<file path="config.mk">
export PLATFORM = sky130hd
export DESIGN_NAME = rtp_h264_depacketizer
export DESIGN_NICKNAME = d
export VERILOG_FILES = /design/src/rtl/rtpd_pkg.sv /design/src/rtl/rtpd_front.sv /design/src/rtl/rtpd_fifo.sv /design/src/rtl/rtpd_back.sv /design/src/rtl/rtp_h264_depacketizer.sv
export SDC_FILE = /design/constraint.sdc
export NUM_CORES = 1
export LEC_CHECK = 0
export BUFFER_PORTS_ARGS = -buffer_cell sky130_fd_sc_hd__buf_2
export CAP_MARGIN = 20
export CORE_UTILIZATION = 35
export DETAILED_ROUTE_END_ITERATION = 10
export GPL_ROUTABILITY_DRIVEN = 1
export SLEW_MARGIN = 25
export SYNTH_ARGS = -nofsm -noshare
export SYNTH_HDL_FRONTEND = slang
export SYNTH_SLANG_ARGS = --single-unit
</file>
<file path="constraint.sdc">
create_clock -name clk -period 11.05 [get_ports clk]
set_clock_uncertainty 0.1 [all_clocks]
set_input_delay 1.105 -clock clk [delete_from_list [all_inputs] [get_ports clk]]
set_output_delay 1.105 -clock clk [all_outputs]
set_load 0.05 [all_outputs]
</file>
<file path="src/rtl/rtpd_pkg.sv">
// shared types and constants for the rtp h264 depacketizer
// no dependencies
`default_nettype none

package rtpd_pkg;

  localparam int unsigned QDEPTH = 4;
  localparam int unsigned QAW    = $clog2(QDEPTH);

  localparam logic [4:0] TYPE_STAPA = 5'd24;
  localparam logic [4:0] TYPE_FUA   = 5'd28;
  localparam logic [4:0] TYPE_SINGLE_LO = 5'd1;
  localparam logic [4:0] TYPE_SINGLE_HI = 5'd23;
  localparam int unsigned FU_START_BIT = 7;

  localparam logic [7:0] SC_ZERO = 8'h00;
  localparam logic [7:0] SC_ONE  = 8'h01;

  typedef enum logic [1:0] {
    CMD_BYTE       = 2'd0,
    CMD_START_BYTE = 2'd1,
    CMD_START      = 2'd2,
    CMD_ERROR      = 2'd3
  } cmd_kind_t;

  typedef struct packed {
    cmd_kind_t   kind;
    logic [7:0]  data;
  } cmd_t;

endpackage

`default_nettype wire

</file>
<file path="src/rtl/rtpd_front.sv">
// front end: accepts payload bytes, tracks packet state, issues emit commands
// depends on rtpd_pkg
`default_nettype none

module rtpd_front (
  input  wire                 clk,
  input  wire                 rst_n,
  input  wire                 accept,
  input  wire  [7:0]          in_byte,
  input  wire                 first_of_payload,
  input  wire  [15:0]         payload_len,
  output logic                cmd_valid,
  output rtpd_pkg::cmd_t      cmd
);
  import rtpd_pkg::*;

  typedef enum logic [6:0] {
    PH_IDLE     = 7'b0000001,
    PH_SINGLE   = 7'b0000010,
    PH_STAP_HI  = 7'b0000100,
    PH_STAP_LO  = 7'b0001000,
    PH_STAP_NAL = 7'b0010000,
    PH_FU_HDR   = 7'b0100000,
    PH_FU_DATA  = 7'b1000000
  } phase_t;

  phase_t      phase_r, phase_nxt;
  logic [15:0] payload_left_r, payload_left_nxt;
  logic [15:0] unit_left_r, unit_left_nxt;
  logic [7:0]  size_hi_r, size_hi_nxt;
  logic [2:0]  top_r, top_nxt;

  logic [4:0]  hdr_type;
  logic [15:0] pl_dec;
  logic [15:0] size;
  logic [15:0] unit_dec;

  always_comb begin
    phase_nxt        = phase_r;
    payload_left_nxt = payload_left_r;
    unit_left_nxt    = unit_left_r;
    size_hi_nxt      = size_hi_r;
    top_nxt          = top_r;
    cmd_valid        = 1'b0;
    cmd.kind         = CMD_BYTE;
    cmd.data         = in_byte;
    hdr_type         = in_byte[4:0];
    pl_dec           = payload_left_r - 16'd1;
    size             = {size_hi_r, in_byte};
    unit_dec         = (unit_left_r != 16'd0) ? unit_left_r - 16'd1 : 16'd0;

    if (accept) begin
      if (first_of_payload) begin
        payload_left_nxt = (payload_len != 16'd0) ? payload_len - 16'd1 : 16'd0;
        unit_left_nxt    = 16'd0;
        if (hdr_type >= TYPE_SINGLE_LO && hdr_type <= TYPE_SINGLE_HI) begin
          cmd_valid = 1'b1;
          cmd.kind  = CMD_START_BYTE;
          phase_nxt = PH_SINGLE;
        end else if (hdr_type == TYPE_STAPA) begin
          phase_nxt = PH_STAP_HI;
        end else if (hdr_type == TYPE_FUA) begin
          top_nxt   = in_byte[7:5];
          phase_nxt = PH_FU_HDR;
        end else begin
          cmd_valid = 1'b1;
          cmd.kind  = CMD_ERROR;
          cmd.data  = SC_ZERO;
          phase_nxt = PH_IDLE;
        end
      end else if (phase_r != PH_IDLE) begin
        if (payload_left_r == 16'd0) begin
          phase_nxt = PH_IDLE;
        end else begin
          payload_left_nxt = pl_dec;
          case (phase_r)
            PH_SINGLE, PH_FU_DATA: begin
              cmd_valid = 1'b1;
            end
            PH_STAP_HI: begin
              size_hi_nxt = in_byte;
              phase_nxt   = PH_STAP_LO;
            end
            PH_STAP_LO: begin
              if (size <= pl_dec) begin
                cmd_valid     = 1'b1;
                cmd.kind      = CMD_START;
                unit_left_nxt = size;
                if (size == 16'd0) begin
                  phase_nxt = (pl_dec > 16'd2) ? PH_STAP_HI : PH_IDLE;
                end else begin
                  phase_nxt = PH_STAP_NAL;
                end
              end else begin
                phase_nxt = PH_IDLE;
              end
            end
            PH_STAP_NAL: begin
              cmd_valid     = 1'b1;
              unit_left_nxt = unit_dec;
              if (unit_dec == 16'd0) begin
                phase_nxt = (pl_dec > 16'd2) ? PH_STAP_HI : PH_IDLE;
              end
            end
            PH_FU_HDR: begin
              if (in_byte[FU_START_BIT]) begin
                cmd_valid = 1'b1;
                cmd.kind  = CMD_START_BYTE;
                cmd.data  = {top_r, in_byte[4:0]};
              end
              phase_nxt = PH_FU_DATA;
            end
            default: begin
              phase_nxt = PH_IDLE;
            end
          endcase
        end
      end
      if (payload_left_nxt == 16'd0) begin
        phase_nxt = PH_IDLE;
      end
    end
  end

  always_ff @(posedge clk) begin
    if (!rst_n) begin
      phase_r        <= PH_IDLE;
      payload_left_r <= 16'd0;
      unit_left_r    <= 16'd0;
      size_hi_r      <= 8'd0;
      top_r          <= 3'd0;
    end else begin
      phase_r        <= phase_nxt;
      payload_left_r <= payload_left_nxt;
      unit_left_r    <= unit_left_nxt;
      size_hi_r      <= size_hi_nxt;
      top_r          <= top_nxt;
    end
  end

endmodule

`default_nettype wire

</file>
<file path="src/rtl/rtpd_fifo.sv">
// short command queue between front and back end
// depends on rtpd_pkg
`default_nettype none

module rtpd_fifo (
  input  wire                 clk,
  input  wire                 rst_n,
  input  wire                 push,
  input  rtpd_pkg::cmd_t      push_cmd,
  input  wire                 pop,
  output rtpd_pkg::cmd_t      head,
  output logic                empty,
  output logic                full
);
  import rtpd_pkg::*;

  cmd_t           q_r [QDEPTH];
  logic [QAW-1:0] wr_ptr_r, wr_ptr_nxt;
  logic [QAW-1:0] rd_ptr_r, rd_ptr_nxt;
  logic [QAW:0]   count_r, count_nxt;
  logic           do_push;
  logic           do_pop;

  assign empty   = (count_r == '0);
  assign full    = (count_r == QDEPTH[QAW:0]);
  assign head    = q_r[rd_ptr_r];
  assign do_push = push && !full;
  assign do_pop  = pop && !empty;

  always_comb begin
    wr_ptr_nxt = do_push ? wr_ptr_r + 1'b1 : wr_ptr_r;
    rd_ptr_nxt = do_pop ? rd_ptr_r + 1'b1 : rd_ptr_r;
    count_nxt  = count_r;
    if (do_push && !do_pop) begin
      count_nxt = count_r + 1'b1;
    end else if (!do_push && do_pop) begin
      count_nxt = count_r - 1'b1;
    end
  end

  always_ff @(posedge clk) begin
    if (do_push) begin
      q_r[wr_ptr_r] <= push_cmd;
    end
  end

  always_ff @(posedge clk) begin
    if (!rst_n) begin
      wr_ptr_r <= '0;
      rd_ptr_r <= '0;
      count_r  <= '0;
    end else begin
      wr_ptr_r <= wr_ptr_nxt;
      rd_ptr_r <= rd_ptr_nxt;
      count_r  <= count_nxt;
    end
  end

endmodule

`default_nettype wire

</file>
<file path="src/rtl/rtpd_back.sv">
// back end: expands queued commands into annex b output bytes
// depends on rtpd_pkg
`default_nettype none

module rtpd_back (
  input  wire                 clk,
  input  wire                 rst_n,
  input  rtpd_pkg::cmd_t      head,
  input  wire                 empty,
  output logic                pop,
  output logic                out_tvalid,
  input  wire                 out_tready,
  output logic [7:0]          out_tdata,
  output logic                out_tuser,
  output logic                out_tlast
);
  import rtpd_pkg::*;

  cmd_t       cmd_r, cmd_nxt;
  logic       busy_r, busy_nxt;
  logic [1:0] cnt_r, cnt_nxt;
  logic       valid_r, valid_nxt;
  logic [7:0] data_r, data_nxt;
  logic       err_r, err_nxt;
  logic       last_r, last_nxt;

  cmd_t       cur;
  logic [1:0] idx;
  logic       have;
  logic       load;
  logic [7:0] res_data;
  logic       res_err;
  logic       res_last;

  always_comb begin
    cur      = busy_r ? cmd_r : head;
    idx      = busy_r ? cnt_r : 2'd0;
    have     = busy_r || !empty;
    load     = have && (!valid_r || out_tready);
    res_data = SC_ZERO;
    res_err  = 1'b0;
    res_last = 1'b0;
    case (cur.kind)
      CMD_BYTE: begin
        res_data = cur.data;
        res_last = 1'b1;
      end
      CMD_START_BYTE: begin
        if (idx == 2'd2) begin
          res_data = SC_ONE;
        end else if (idx == 2'd3) begin
          res_data = cur.data;
          res_last = 1'b1;
        end
      end
      CMD_START: begin
        if (idx == 2'd2) begin
          res_data = SC_ONE;
          res_last = 1'b1;
        end
      end
      CMD_ERROR: begin
        res_err  = 1'b1;
        res_last = 1'b1;
      end
      default: begin
        res_last = 1'b1;
      end
    endcase

    pop       = load && !busy_r;
    cmd_nxt   = cmd_r;
    busy_nxt  = busy_r;
    cnt_nxt   = cnt_r;
    valid_nxt = valid_r && !out_tready;
    data_nxt  = data_r;
    err_nxt   = err_r;
    last_nxt  = last_r;
    if (load) begin
      valid_nxt = 1'b1;
      data_nxt  = res_data;
      err_nxt   = res_err;
      last_nxt  = res_last;
      if (res_last) begin
        busy_nxt = 1'b0;
      end else begin
        busy_nxt = 1'b1;
        cmd_nxt  = cur;
        cnt_nxt  = idx + 2'd1;
      end
    end
  end

  always_ff @(posedge clk) begin
    if (!rst_n) begin
      busy_r  <= 1'b0;
      cnt_r   <= 2'd0;
      valid_r <= 1'b0;
    end else begin
      busy_r  <= busy_nxt;
      cnt_r   <= cnt_nxt;
      valid_r <= valid_nxt;
    end
  end

  always_ff @(posedge clk) begin
    cmd_r  <= cmd_nxt;
    data_r <= data_nxt;
    err_r  <= err_nxt;
    last_r <= last_nxt;
  end

  assign out_tvalid = valid_r;
  assign out_tdata  = data_r;
  assign out_tuser  = err_r;
  assign out_tlast  = last_r;

endmodule

`default_nettype wire

</file>
<file path="src/rtl/rtp_h264_depacketizer.sv">
// rtp h264 payload to annex b byte stream: one payload byte accepted per cycle
// accepted bytes pass the command queue, then the output register; a start code
// burst gives up to four results from one input, one per cycle unless stalled
// throughput: one input per cycle while the four-entry command queue has room
// reset: synchronous active-low rst_n clears packet state, queue and output valid
// depends on rtpd_pkg, rtpd_front, rtpd_fifo, rtpd_back
`default_nettype none

module rtp_h264_depacketizer (
  input  wire         clk,
  input  wire         rst_n,
  input  wire         in_tvalid,
  output logic        in_tready,
  input  wire  [23:0] in_tdata,   // in_byte[7:0], payload_len[23:8]
  input  wire         in_tuser,   // first_of_payload
  output logic        out_tvalid,
  input  wire         out_tready,
  output logic [7:0]  out_tdata,  // out_byte[7:0]
  output logic        out_tuser,  // is_error
  output logic        out_tlast   // last_of_run
);
  import rtpd_pkg::*;

  logic accept;
  logic cmd_valid;
  cmd_t cmd;
  cmd_t head;
  logic empty;
  logic full;
  logic pop;

  assign in_tready = !full;
  assign accept    = in_tvalid && in_tready;

  rtpd_front u_front (
    .clk              (clk),
    .rst_n            (rst_n),
    .accept           (accept),
    .in_byte          (in_tdata[7:0]),
    .first_of_payload (in_tuser),
    .payload_len      (in_tdata[23:8]),
    .cmd_valid        (cmd_valid),
    .cmd              (cmd)
  );

  rtpd_fifo u_fifo (
    .clk      (clk),
    .rst_n    (rst_n),
    .push     (cmd_valid),
    .push_cmd (cmd),
    .pop      (pop),
    .head     (head),
    .empty    (empty),
    .full     (full)
  );

  rtpd_back u_back (
    .clk        (clk),
    .rst_n      (rst_n),
    .head       (head),
    .empty      (empty),
    .pop        (pop),
    .out_tvalid (out_tvalid),
    .out_tready (out_tready),
    .out_tdata  (out_tdata),
    .out_tuser  (out_tuser),
    .out_tlast  (out_tlast)
  );

endmodule

`default_nettype wire

</file>
==> results of run 1 <==
state kept, by name (all words and copies together) (netlist names), named ones only:
name and cells:
u_fifo.q_r 40, u_front.payload_left_r 16, u_front.unit_left_r 16, u_back.cmd_r 10
u_back.out_tdata 8, u_front.size_hi_r 8, u_front.phase_r 7, u_fifo.count_r 3
u_front.top_r 3, u_back.cnt_r 2, u_fifo.rd_ptr_r 2, u_fifo.wr_ptr_r 2
u_back.busy_r 1, u_back.out_tlast 1, u_back.out_tuser 1, u_back.out_tvalid 1
placed cells by master (no fill, tap or decap), drive strengths merged, types with 18 or more instances in the layout:
cell | netlist | layout
edfxtp | 60 | 60
xnor2 | 18 | 18
a21oi | 33 | 33
xor2 | 20 | 20
nand3 | 23 | 23
mux2i | 19 | 19
nand4 | 19 | 19
ha | 34 | 34
inv | 29 | 31
dfxtp | 63 | 63
nor4 | 19 | 19
nand2 | 63 | 63
nor2 | 78 | 78
o21ai | 22 | 22
buf | 9 | 45
nor3 | 28 | 28
nor2b | 20 | 20
clkbuf | 33 | 22
per-stage QoR:
stage	worst slack, ns	power [W]	area (µm²)	hold slack (ns)	instances
after floorplan	6.522	0.001069	7567	0.3317	784
after global placement	6.041	0.001195	7979	0.3398	1062
after detailed placement	5.906	0.001206	7979	0.3452	1062
after CTS	5.860	0.001776	8588	0.3589	1094
after global routing	5.406	0.001864	8593	0.3731	1094
final	5.810	0.001761	8593	0.3542	1094
critical path: stages (launching register included):
cell and delay (ns):
sky130_fd_sc_hd__dfxtp_1 0.38, sky130_fd_sc_hd__or4_4 0.61, sky130_fd_sc_hd__nor4_4 0.38, sky130_fd_sc_hd__nand3_1 0.18
sky130_fd_sc_hd__xor2_1 0.19, sky130_fd_sc_hd__ha_1 0.30, sky130_fd_sc_hd__nand4_1 0.15, sky130_fd_sc_hd__a2111o_1 0.38
sky130_fd_sc_hd__o211a_1 0.16, sky130_fd_sc_hd__o21bai_1 0.42, sky130_fd_sc_hd__o311ai_0 0.22, sky130_fd_sc_hd__a21oi_1 0.60
sky130_fd_sc_hd__inv_1 0.10, sky130_fd_sc_hd__ha_1 0.23, sky130_fd_sc_hd__inv_1 0.07, sky130_fd_sc_hd__fa_1 0.17
sky130_fd_sc_hd__xor2_1 0.08, sky130_fd_sc_hd__or3_1 0.31, sky130_fd_sc_hd__a21oi_1 0.15
power breakdown:
| group | internal (W) | switching [W] |
|---|---|---|
| Clock | 0.000350 | 0.000213 |
| Combinational | 0.000205 | 0.000361 |
| Sequential | 0.000575 | 0.0000565 |
routing by layer:
metal	up-vias	global-route usage, %	share of wire, %
met2	141	29.02	48
met1	2975	23.43	46
met3	34	3.884	3.8
met5	-	0	0
met4	0	6.224	2.0
li1	3005	-	-
how the worst min path moves through the flow:
stage               startpoint               to  slack [ns]  cells after the start
4_1_cts        u_back.cnt_r[1]  u_back.cnt_r[1]        0.36                      2
3_3_place_gp   u_back.cnt_r[1]  u_back.cnt_r[1]        0.34                      2
6_report       u_back.cnt_r[1]  u_back.cnt_r[1]        0.35                      2
2_1_floorplan  u_back.cnt_r[1]  u_back.cnt_r[1]        0.33                      2
3_5_place_dp   u_back.cnt_r[1]  u_back.cnt_r[1]        0.35                      2
5_1_grt        u_back.cnt_r[1]  u_back.cnt_r[1]        0.37                      2
cell type report:
cell class	count	area, µm²
Fill cell	2066	12490
Multi-Input combinational cell	589	4227
Sequential cell	123	3063
Clock buffer	22	506.7
Tap cell	275	344.1
Timing Repair Buffer	45	237.7
Inverter	30	112.6
Clock inverter	10	102.6
cells by family after synthesis:
group	after synthesis	share of synthesized area, %
simple gates	317	22.90
mux	42	7.424
fa+ha+maj	35	5.886
flops	123	40.48
buf+inv	72	3.737
compound gates	157	15.18
xor+xnor	38	4.398
==> flow_summary.rst, run 1 <==
.. list-table::
   :header-rows: 1

   * - Metric
     - Value
   * - Most common cell in the netlist
     - sky130_fd_sc_hd__nor2_1
   * - Number of enable-type register cells in the synthesized netlist
     - 60
   * - First-pass iteration count of the detailed router
     - 7
   * - Residual DRC
     - 0
   * - Startpoint of the worst-slack reg-to-reg timing path
     - u_front.payload_left_r[0]
   * - Via count of the routed design
     - 6,155
   * - Synthesized area divided by synthesized cell count
     - 9.652 µm²
   * - Port Buf Inserts
     - 40
   * - Cell at the root of the clock tree
     - sky130_fd_sc_hd__clkbuf_16
   * - Reg-to-Reg End
     - u_fifo.count_r[2]
   * - Clock transition at the registers of the reported paths
     - 0.06 ns
   * - R2r setup slk
     - 5.81 ns
   * - Detailed router's first-iteration violation count
     - 427
   * - YS warnings
     - 0
   * - Most frequent cells after synthesis
     - 77 x sky130_fd_sc_hd__nor2_1, 63 x sky130_fd_sc_hd__dfxtp_1, 63 x sky130_fd_sc_hd__nand2_1
   * - Post-Synthesis Cell Area
     - 7567 µm²
   * - Finish-stage setup viols
     - 0
   * - Largest voltage drop on the vdd net
     - 0.0001082 V
   * - FF+latch count, synth
     - 123
   * - Power per cell area
     - 205.0 nW/µm²
   * - Startpoint class of the critical path
     - flop
   * - Overall routed net length
     - 19,080 µm
   * - Depth of the worst register-to-register path
     - 18
   * - Post-CTS repair timing setup buffer count
     - 0
   * - Number of global-route vias before repair
     - 5,822
   * - Number of unique standard cell types used by synthesis
     - 84
   * - Final-report max-slew violation count
     - 0
   * - Layout Utilization
     - 40.75%
   * - Site row count
     - 53
   * - Core box area
     - 21,090 µm²
   * - Num CTS Buffers
     - 17
   * - Post-CTS resize count
     - 0
   * - Worst Tran Pin Value
     - 0.9845 ns
   * - Estimated wirelength of the detail-placed design
     - 13,820 µm
   * - Number of nets still failing antenna checks after routing
     - 0
   * - Insertion delay to the later sink of the worst-skew pair
     - 0.43 ns
   * - Die outline area
     - 22,210 µm²
   * - Overflow left after global routing
     - 0
   * - Routed vias/inst
     - 5.626
   * - Data required time at the worst endpoint
     - 11.31 ns
   * - Capture point of the worst path
     - u_fifo.count_r[2]
   * - Syn nets
     - 848
   * - CP endpoint kind
     - flop
   * - Total Routing Usage GR
     - 17.90%
   * - Post-synthesis sequential area ratio
     - 40.48%
   * - Period Utilization, post-route
     - 47.42%
   * - Largest net degree at the start of global routing
     - 34
   * - Period minus WS final
     - 5.240 ns
   * - Antenna violations before repair
     - 0
   * - CTS sink count
     - 123
   * - Status
     - finished, final reports clean
   * - Class of the most critical hold timing path
     - reg2reg
   * - Area overhead of the layout relative to synthesis
     - 13.56%
   * - Effective utilization at floorplan
     - 35.88%
   * - Width of the chip
     - 149.0 µm
   * - CTS tree
     - built
   * - ANT cells
     - 0
   * - Total Nets Final
     - 870
   * - Final number of hold-violating endpoints
     - 0
   * - Maximum buffer depth of the clock tree
     - 2
   * - Instance count of the mapped netlist
     - 784
   * - Proportion of layout cells with a drive suffix above 1
     - 15.26%
   * - Tightest slew margin relative to the limit
     - 34.37%
   * - Share of the synthesized area in the top cell type
     - 23.81%
   * - CTS HTree Levels
     - 4
   * - First-pass GRT wire length
     - 30,870 µm
   * - Worst path arrival time
     - 5.50 ns
   * - Setup repair after global routing missed its margin
     - no
   * - Top cell type by total area after synthesis
     - sky130_fd_sc_hd__edfxtp_1
   * - Count of max-cap constraint violations
     - 0
   * - Post-route setup TNS
     - 0 ns
   * - Height of the chip
     - 149.0 µm
   * - Quantity of hold-fixing buffers added after cts
     - 0
   * - Largest fanout on the critical path
     - 8
   * - Leading post-synthesis cells by cell area
     - sky130_fd_sc_hd__edfxtp_1 24%, sky130_fd_sc_hd__dfxtp_1 17%, sky130_fd_sc_hd__ha_1 5.6%
   * - Leading register cell type out of synthesis
     - sky130_fd_sc_hd__dfxtp_1
   * - I/O pin count
     - 41
   * - Ys async rst share
     - 0%
   * - FMAX
     - 190.8 MHz
   * - Per-cell routed wire length
     - 17.44 µm
   * - Static Leak
     - 3.181 nW
   * - GPL Wtd Cong
     - 0.8788
   * - Type of the worst setup path
     - reg2reg
   * - Crit path from
     - u_front.payload_left_r[0]
Note: power is estimated with default switching activity, not from simulation.
==> run 2: changes to the inputs <==
- clock period: 11.05 -> 4.4 ns (I/O delays scaled with it)
==> flow_summary.rst, run 2 (synthesis gave the netlist of run 1 again) <==
.. list-table::
   :header-rows: 1

   * - Metric
     - Value
   * - Clock transition at the registers of the reported paths
     - 0.06 ns (about the same)
   * - Final number of hold-violating endpoints
     - 0 (unchanged)
   * - Tightest slew margin relative to the limit
     - 35.61% (+1.2 points)
   * - Worst Tran Pin Value
     - 0.9639 ns (-0.02056 ns)
   * - Largest fanout on the critical path
     - 4 (-4)
   * - Overflow left after global routing
     - 0 (unchanged)
   * - Post-placement cell area
     - 8212 µm² (+2.9%)
   * - Layout Utilization
     - 42.41% (+1.7 points)
   * - Static Leak
     - 3.369 nW (+5.9%)
   * - Site row count
     - 53 (unchanged)
   * - Filler Cell Count
     - 2,044 (-1.1%)
   * - Total Routing Usage GR
     - 18.20% (+0.31 points)
   * - Cell at the root of the clock tree
     - sky130_fd_sc_hd__clkbuf_16
   * - Die outline area
     - 22,210 µm² (unchanged)
   * - Routed vias/inst
     - 5.568 (-1.0%)
   * - Largest net degree at the start of global routing
     - 33 (-2.9%)
   * - Core box area
     - 21,090 µm² (unchanged)
   * - Detailed router's first-iteration violation count
     - 436 (+2.1%)
   * - Number of global-route vias before repair
     - 5,977 (+2.7%)
   * - Multi-input gate area in the final layout
     - 4353 µm² (+3.0%)
   * - Port Buf Inserts
     - 40 (unchanged)
   * - GPL Wtd Cong
     - 0.8787 (about the same)
   * - Post-route setup TNS
     - 0 ns (unchanged)
   * - Residual DRC
     - 0 (unchanged)
   * - Finish-stage setup viols
     - 0 (unchanged)
   * - Most common cell after layout, fill and taps aside
     - sky130_fd_sc_hd__nor2_1
   * - Proportion of layout cells with a drive suffix above 1
     - 20.63% (+5.4 points)
   * - Sequence of cells on the critical path
     - or4_4, nor4b_4, xor2_1, inv_1, ha_4, nand4_1, buf_4, a2111o_1, o211a_1, o21bai_2, o311ai_2, a21oi_2, inv_2, ha_4, inv_2, fa_2, xor2_1, or3_4, a21oi_2
   * - CTS HTree Levels
     - 4 (unchanged)
   * - Register with the most flip-flops
     - u_fifo.q_r
   * - FMAX
     - 234.3 MHz (+23%)
   * - Depth of the worst register-to-register path
     - 19 (+1)
   * - First-pass GRT wire length
     - 31,450 µm (+1.9%)
   * - Slowest stage delay, CP
     - 0.59 ns (-0.02 ns)
   * - Per-cell routed wire length
     - 17.35 µm (-0.51%)
   * - Total Nets Final
     - 904 (+3.9%)
   * - CP endpoint kind
     - flop
   * - Antenna violations before repair
     - 0 (unchanged)
   * - Final-report max-slew violation count
     - 0 (unchanged)
   * - Width of the chip
     - 149.0 µm (unchanged)
   * - Sequential cell area in the final layout
     - 3065 µm² (about the same)
   * - Largest registers
     - u_fifo.q_r: 40 flops, u_front.payload_left_r: 16 flops, u_front.unit_left_r: 16 flops
   * - Power per cell area
     - 513.1 nW/µm² (+150%)
   * - Final non-filler cell area
     - 8942 µm² (+4.1%)
   * - Insertion delay to the later sink of the worst-skew pair
     - 0.42 ns (about the same)
   * - Startpoint class of the critical path
     - flop
   * - Final setup margin
     - 0.1321 ns (-5.678 ns)
   * - Quantity of hold-fixing buffers added after cts
     - 0 (unchanged)
   * - I/O pin count
     - 41 (unchanged)
   * - Count of max-cap constraint violations
     - 0 (unchanged)
   * - Final hold slack
     - 0.2406 ns (-0.1136 ns)
   * - Type of the worst setup path
     - reg2reg
   * - Effective utilization at floorplan
     - 35.88% (unchanged)
   * - Status
     - finished, final reports clean
   * - Num CTS Buffers
     - 17 (unchanged)
   * - Worst Hold Depth
     - 4 (+2)
   * - Class of the most critical hold timing path
     - in2reg
   * - Largest voltage drop on the vdd net
     - 0.0003041 V (+180%)
   * - CTS tree
     - built
   * - Commonest non-fill, non-tap cells in the layout
     - 77 x sky130_fd_sc_hd__nor2_1, 63 x sky130_fd_sc_hd__nand2_1, 61 x sky130_fd_sc_hd__dfxtp_1
   * - Max FFs per register
     - 40 (unchanged)
   * - Period minus WS final
     - 4.268 ns (-0.9722 ns)
   * - Overall routed net length
     - 19,570 µm (+2.6%)
   * - Height of the chip
     - 149.0 µm (unchanged)
   * - Cell with the largest stage delay on the worst path
     - sky130_fd_sc_hd__or4_4
   * - Maximum buffer depth of the clock tree
     - 2 (unchanged)
   * - Area overhead of the layout relative to synthesis
     - 18.17%
   * - Number of nets still failing antenna checks after routing
     - 0 (unchanged)
   * - Period Utilization, post-route
     - 97.00% (+50 points)
   * - CTS sink count
     - 123 (unchanged)
   * - Estimated wirelength of the detail-placed design
     - 14,280 µm (+3.3%)
   * - ANT cells
     - 0 (unchanged)
   * - Worst path arrival time
     - 4.51 ns (-0.99 ns)
   * - Via count of the routed design
     - 6,281 (+2.0%)
   * - Pre-CTS worst setup slack
     - 0.02904 ns (-5.877 ns)
   * - First-pass iteration count of the detailed router
     - 6 (-1)
   * - Data required time at the worst endpoint
     - 4.65 ns (-6.66 ns)
   * - Setup repair after global routing missed its margin
     - yes
[run 2: cell type report]
class | count | area share (%)
multi-input combinational | 589 | 48.68
sequential | 123 | 34.28
timing repair buffer | 79 | 5.513
clock buffer | 17 | 4.757
tap | 275 | 3.848
clock inverter | 15 | 1.665
inverter | 30 | 1.259
[run 2: what timing repair did]
item | CTS | global route
hold endpoints to repair | 0 | 0
buffers inserted | 0 | 4
setup endpoints to repair | 0 | 44
gates resized for setup | 0 | 24
[run 2: worst paths after layout]
path | slack, ns | from | endpoint
hold / removal | 0.24 | out_tready | u_back.busy_r
setup reg to reg | 0.13 | u_front.payload_left_r[7] | u_fifo.count_r[2]
setup / recovery | 0.13 | u_front.payload_left_r[7] | u_fifo.count_r[2]
hold reg to reg | 0.35 | u_back.cnt_r[1] | u_back.cnt_r[1]
[run 2: per-stage QoR]
stage	power (W)	instances
finish	0.004588	1128
floorplan	0.002687	784
global placement	0.003112	1092
global route	0.004857	1128
detailed placement	0.003132	1092
CTS	0.004511	1124
[run 2: critical path, delay by kind of cell, from the launching register on]
family,cells,cell delay [ns]
AOI/OAI and AO/OA,6,1.14
xor gates and xnor gates,2,0.28
adders and majority gates,3,0.61
buffers and inverters,4,0.38
DFF,1,0.31
and+or+nand+nor,4,1.38
[run 2: report_power, final]
group          switching [W]  internal (W)  leakage (nW)
registers           0.000118       0.00145          1.07
logic                0.00100      0.000655          2.01
clock network       0.000536      0.000831         0.286
[run 2: routing by layer]
layer	routed length [µm]	part of all wire, %	track usage (%)
met3	907	4.6	3.609
met2	9522	49	30.47
met5	0	0	0
met4	401	2.0	6.276
met1	8743	45	23.29
==> run 3: changes to the inputs <==
- clock period: 4.4 -> 4.63 ns (I/O delays scaled with it)
==> flow_summary.rst, run 3 (synthesis gave the netlist of run 1 again) <==
.. list-table::
   :header-rows: 1

   * - Metric
     - Value
   * - Class of the most critical hold timing path
     - in2reg
   * - Depth of the worst register-to-register path
     - 14 (-5)
   * - FMAX
     - 229.7 MHz (-2.0%)
   * - GPL Wtd Cong
     - 0.8582 (-2.3%)
   * - Tightest slew margin relative to the limit
     - 30.96% (-4.6 points)
   * - Total Routing Usage GR
     - 17.87% (-0.33 points)
   * - Data required time at the worst endpoint
     - 4.57 ns (-0.08 ns)
   * - Worst Hold Depth
     - 4 (unchanged)
   * - Area overhead of the layout relative to synthesis
     - 15.94%
   * - Type of the worst setup path
     - reg2reg
   * - Number of global-route vias before repair
     - 5,949 (-0.47%)
   * - Height of the chip
     - 149.0 µm (unchanged)
   * - Residual DRC
     - 0 (unchanged)
   * - Max FFs per register
     - 40 (unchanged)
   * - Estimated wirelength of the detail-placed design
     - 14,170 µm (-0.75%)
   * - Period minus WS final
     - 4.354 ns (+0.08598 ns)
   * - Overall routed net length
     - 19,440 µm (-0.69%)
   * - Port Buf Inserts
     - 40 (unchanged)
   * - Width of the chip
     - 149.0 µm (unchanged)
   * - CTS sink count
     - 123 (unchanged)
   * - Number of nets still failing antenna checks after routing
     - 0 (unchanged)
   * - Commonest non-fill, non-tap cells in the layout
     - 77 x sky130_fd_sc_hd__nor2_1, 63 x sky130_fd_sc_hd__nand2_1, 63 x sky130_fd_sc_hd__dfxtp_1
   * - Final number of hold-violating endpoints
     - 0 (unchanged)
   * - Power per cell area
     - 488.2 nW/µm² (-4.8%)
   * - Count of max-cap constraint violations
     - 0 (unchanged)
   * - Largest registers
     - u_fifo.q_r: 40 flops, u_front.payload_left_r: 16 flops, u_front.unit_left_r: 16 flops
   * - I/O pin count
     - 41 (unchanged)
   * - Most common cell after layout, fill and taps aside
     - sky130_fd_sc_hd__nor2_1
   * - Via count of the routed design
     - 6,227 (-0.86%)
   * - Effective utilization at floorplan
     - 35.88% (unchanged)
   * - Setup repair after global routing missed its margin
     - no
   * - Cell at the root of the clock tree
     - sky130_fd_sc_hd__clkbuf_16
   * - CTS HTree Levels
     - 4 (unchanged)
   * - Insertion delay to the later sink of the worst-skew pair
     - 0.43 ns (about the same)
   * - Crit path from
     - u_front.payload_left_r[0]
   * - Largest fanout on the critical path
     - 10 (+6)
   * - Largest net degree at the start of global routing
     - 33 (unchanged)
   * - Capture point of the worst path
     - u_fifo.q_r[1][4]
   * - Total Nets Final
     - 892 (-1.3%)
   * - Antenna violations before repair
     - 0 (unchanged)
   * - R2r setup slk
     - 0.28 ns (+0.14 ns)
   * - Period Utilization, post-route
     - 94.04% (-3.0 points)
   * - Clock transition at the registers of the reported paths
     - 0.06 ns (about the same)
   * - Site row count
     - 53 (unchanged)
   * - Num CTS Buffers
     - 17 (unchanged)
   * - Number of non-filler instances in the completed layout
     - 1,116 (-1.1%)
   * - Reg-to-Reg End
     - u_fifo.q_r[1][4]
   * - Finish-stage setup viols
     - 0 (unchanged)
   * - CTS tree
     - built
   * - Routed vias/inst
     - 5.580 (+0.21%)
   * - Startpoint class of the critical path
     - flop
   * - Detailed router's first-iteration violation count
     - 484 (+11%)
   * - Largest voltage drop on the vdd net
     - 0.0002852 V (-6.2%)
   * - Register with the most flip-flops
     - u_fifo.q_r
   * - Worst Tran Pin Value
     - 1.033 ns (+0.06948 ns)
   * - Worst path arrival time
     - 4.29 ns (-0.22 ns)
   * - Die outline area
     - 22,210 µm² (unchanged)
   * - CP endpoint kind
     - flop
   * - Proportion of layout cells with a drive suffix above 1
     - 18.07% (-2.6 points)
   * - Post-route setup TNS
     - 0 ns (unchanged)
   * - Final hold slack
     - 0.2545 ns (+0.01392 ns)
   * - Per-cell routed wire length
     - 17.42 µm (+0.38%)
   * - Overflow left after global routing
     - 0 (unchanged)
   * - Status
     - finished, final reports clean
   * - Static Leak
     - 3.291 nW (-2.3%)
   * - First-pass GRT wire length
     - 30,820 µm (-2.0%)
   * - Final-report max-slew violation count
     - 0 (unchanged)
   * - Startpoint of the worst-slack reg-to-reg timing path
     - u_front.payload_left_r[0]
   * - Maximum buffer depth of the clock tree
     - 2 (unchanged)
   * - Core box area
     - 21,090 µm² (unchanged)
   * - ANT cells
     - 0 (unchanged)
   * - Cell count after placement
     - 1,082 (-0.92%)
   * - First-pass iteration count of the detailed router
     - 4 (-2)
[run 3: metal layers]
layer	track usage, %	vias to the layer above	wire, µm	share of wire [%]
met2	29.51	153	9402	48
li1	-	3046	-	-
met3	3.456	27	753	3.9
met1	22.92	3001	8895	46
met5	0	-	0	0
met4	7.041	0	388	2.0
[run 3: final cells by class]
| cell class | instances | area [µm²] |
|---|---|---|
| Fill cell | 2062 | 12310 |
| Multi-Input combinational cell | 589 | 4264 |
| Sequential cell | 123 | 3063 |
| Clock buffer | 17 | 425.4 |
| Timing Repair Buffer | 67 | 402.9 |
| Tap cell | 275 | 344.1 |
| Clock inverter | 15 | 161.4 |
| Inverter | 30 | 112.6 |
[run 3: power by group]
group	switching (W)	internal [W]	total [W]
combinational	0.000915	0.000557	0.00147
sequential	0.000108	0.00137	0.00148
clock	0.000530	0.000801	0.00133
[run 3: how the worst min path moves through the flow]
stage	start	to	slack, ns
2_1_floorplan	u_back.cnt_r[1]	u_back.cnt_r[1]	0.33
3_3_place_gp	u_back.cnt_r[1]	u_back.cnt_r[1]	0.34
3_5_place_dp	u_back.cnt_r[1]	u_back.cnt_r[1]	0.35
4_1_cts	out_tready	u_back.busy_r	0.24
5_1_grt	out_tready	u_back.busy_r	0.27
6_report	out_tready	u_back.busy_r	0.25
[run 3: critical path, cell delays in order (launching register included)]
cell                       delay [ns]
sky130_fd_sc_hd__dfxtp_1         0.34
sky130_fd_sc_hd__or4_4           0.60
sky130_fd_sc_hd__nor4b_4         0.30
sky130_fd_sc_hd__xor2_1          0.23
sky130_fd_sc_hd__inv_1           0.07
sky130_fd_sc_hd__ha_1            0.31
sky130_fd_sc_hd__nand4_1         0.15
sky130_fd_sc_hd__inv_1           0.07
sky130_fd_sc_hd__a221oi_2        0.21
sky130_fd_sc_hd__o211a_1         0.21
sky130_fd_sc_hd__o21bai_2        0.10
sky130_fd_sc_hd__o311ai_0        0.11
sky130_fd_sc_hd__a21oi_1         0.15
sky130_fd_sc_hd__buf_4           0.20
sky130_fd_sc_hd__nor2b_1         0.79
[run 3: timing repair]
action,in CTS,in global routing
gates resized for setup,0,8
setup endpoints to repair,0,32
setup buffers,0,2
hold buffers,0,0
hold endpoints to repair,0,0
[run 3: through the flow]
| step | util, % | setup slack (ns) | instance area [µm²] | total power, W |
|---|---|---|---|---|
| final | 41.60 | 0.2761 | 8773 | 0.004284 |
| after global routing | 41.60 | 0.005567 | 8773 | 0.004522 |
| after CTS | 41.33 | 0.07591 | 8716 | 0.004280 |
| after detailed placement | 38.55 | 0.1193 | 8129 | 0.002943 |
| after global placement | 38.55 | 0.2355 | 8129 | 0.002919 |
| after floorplan | - | 0.1023 | 7567 | 0.002552 |
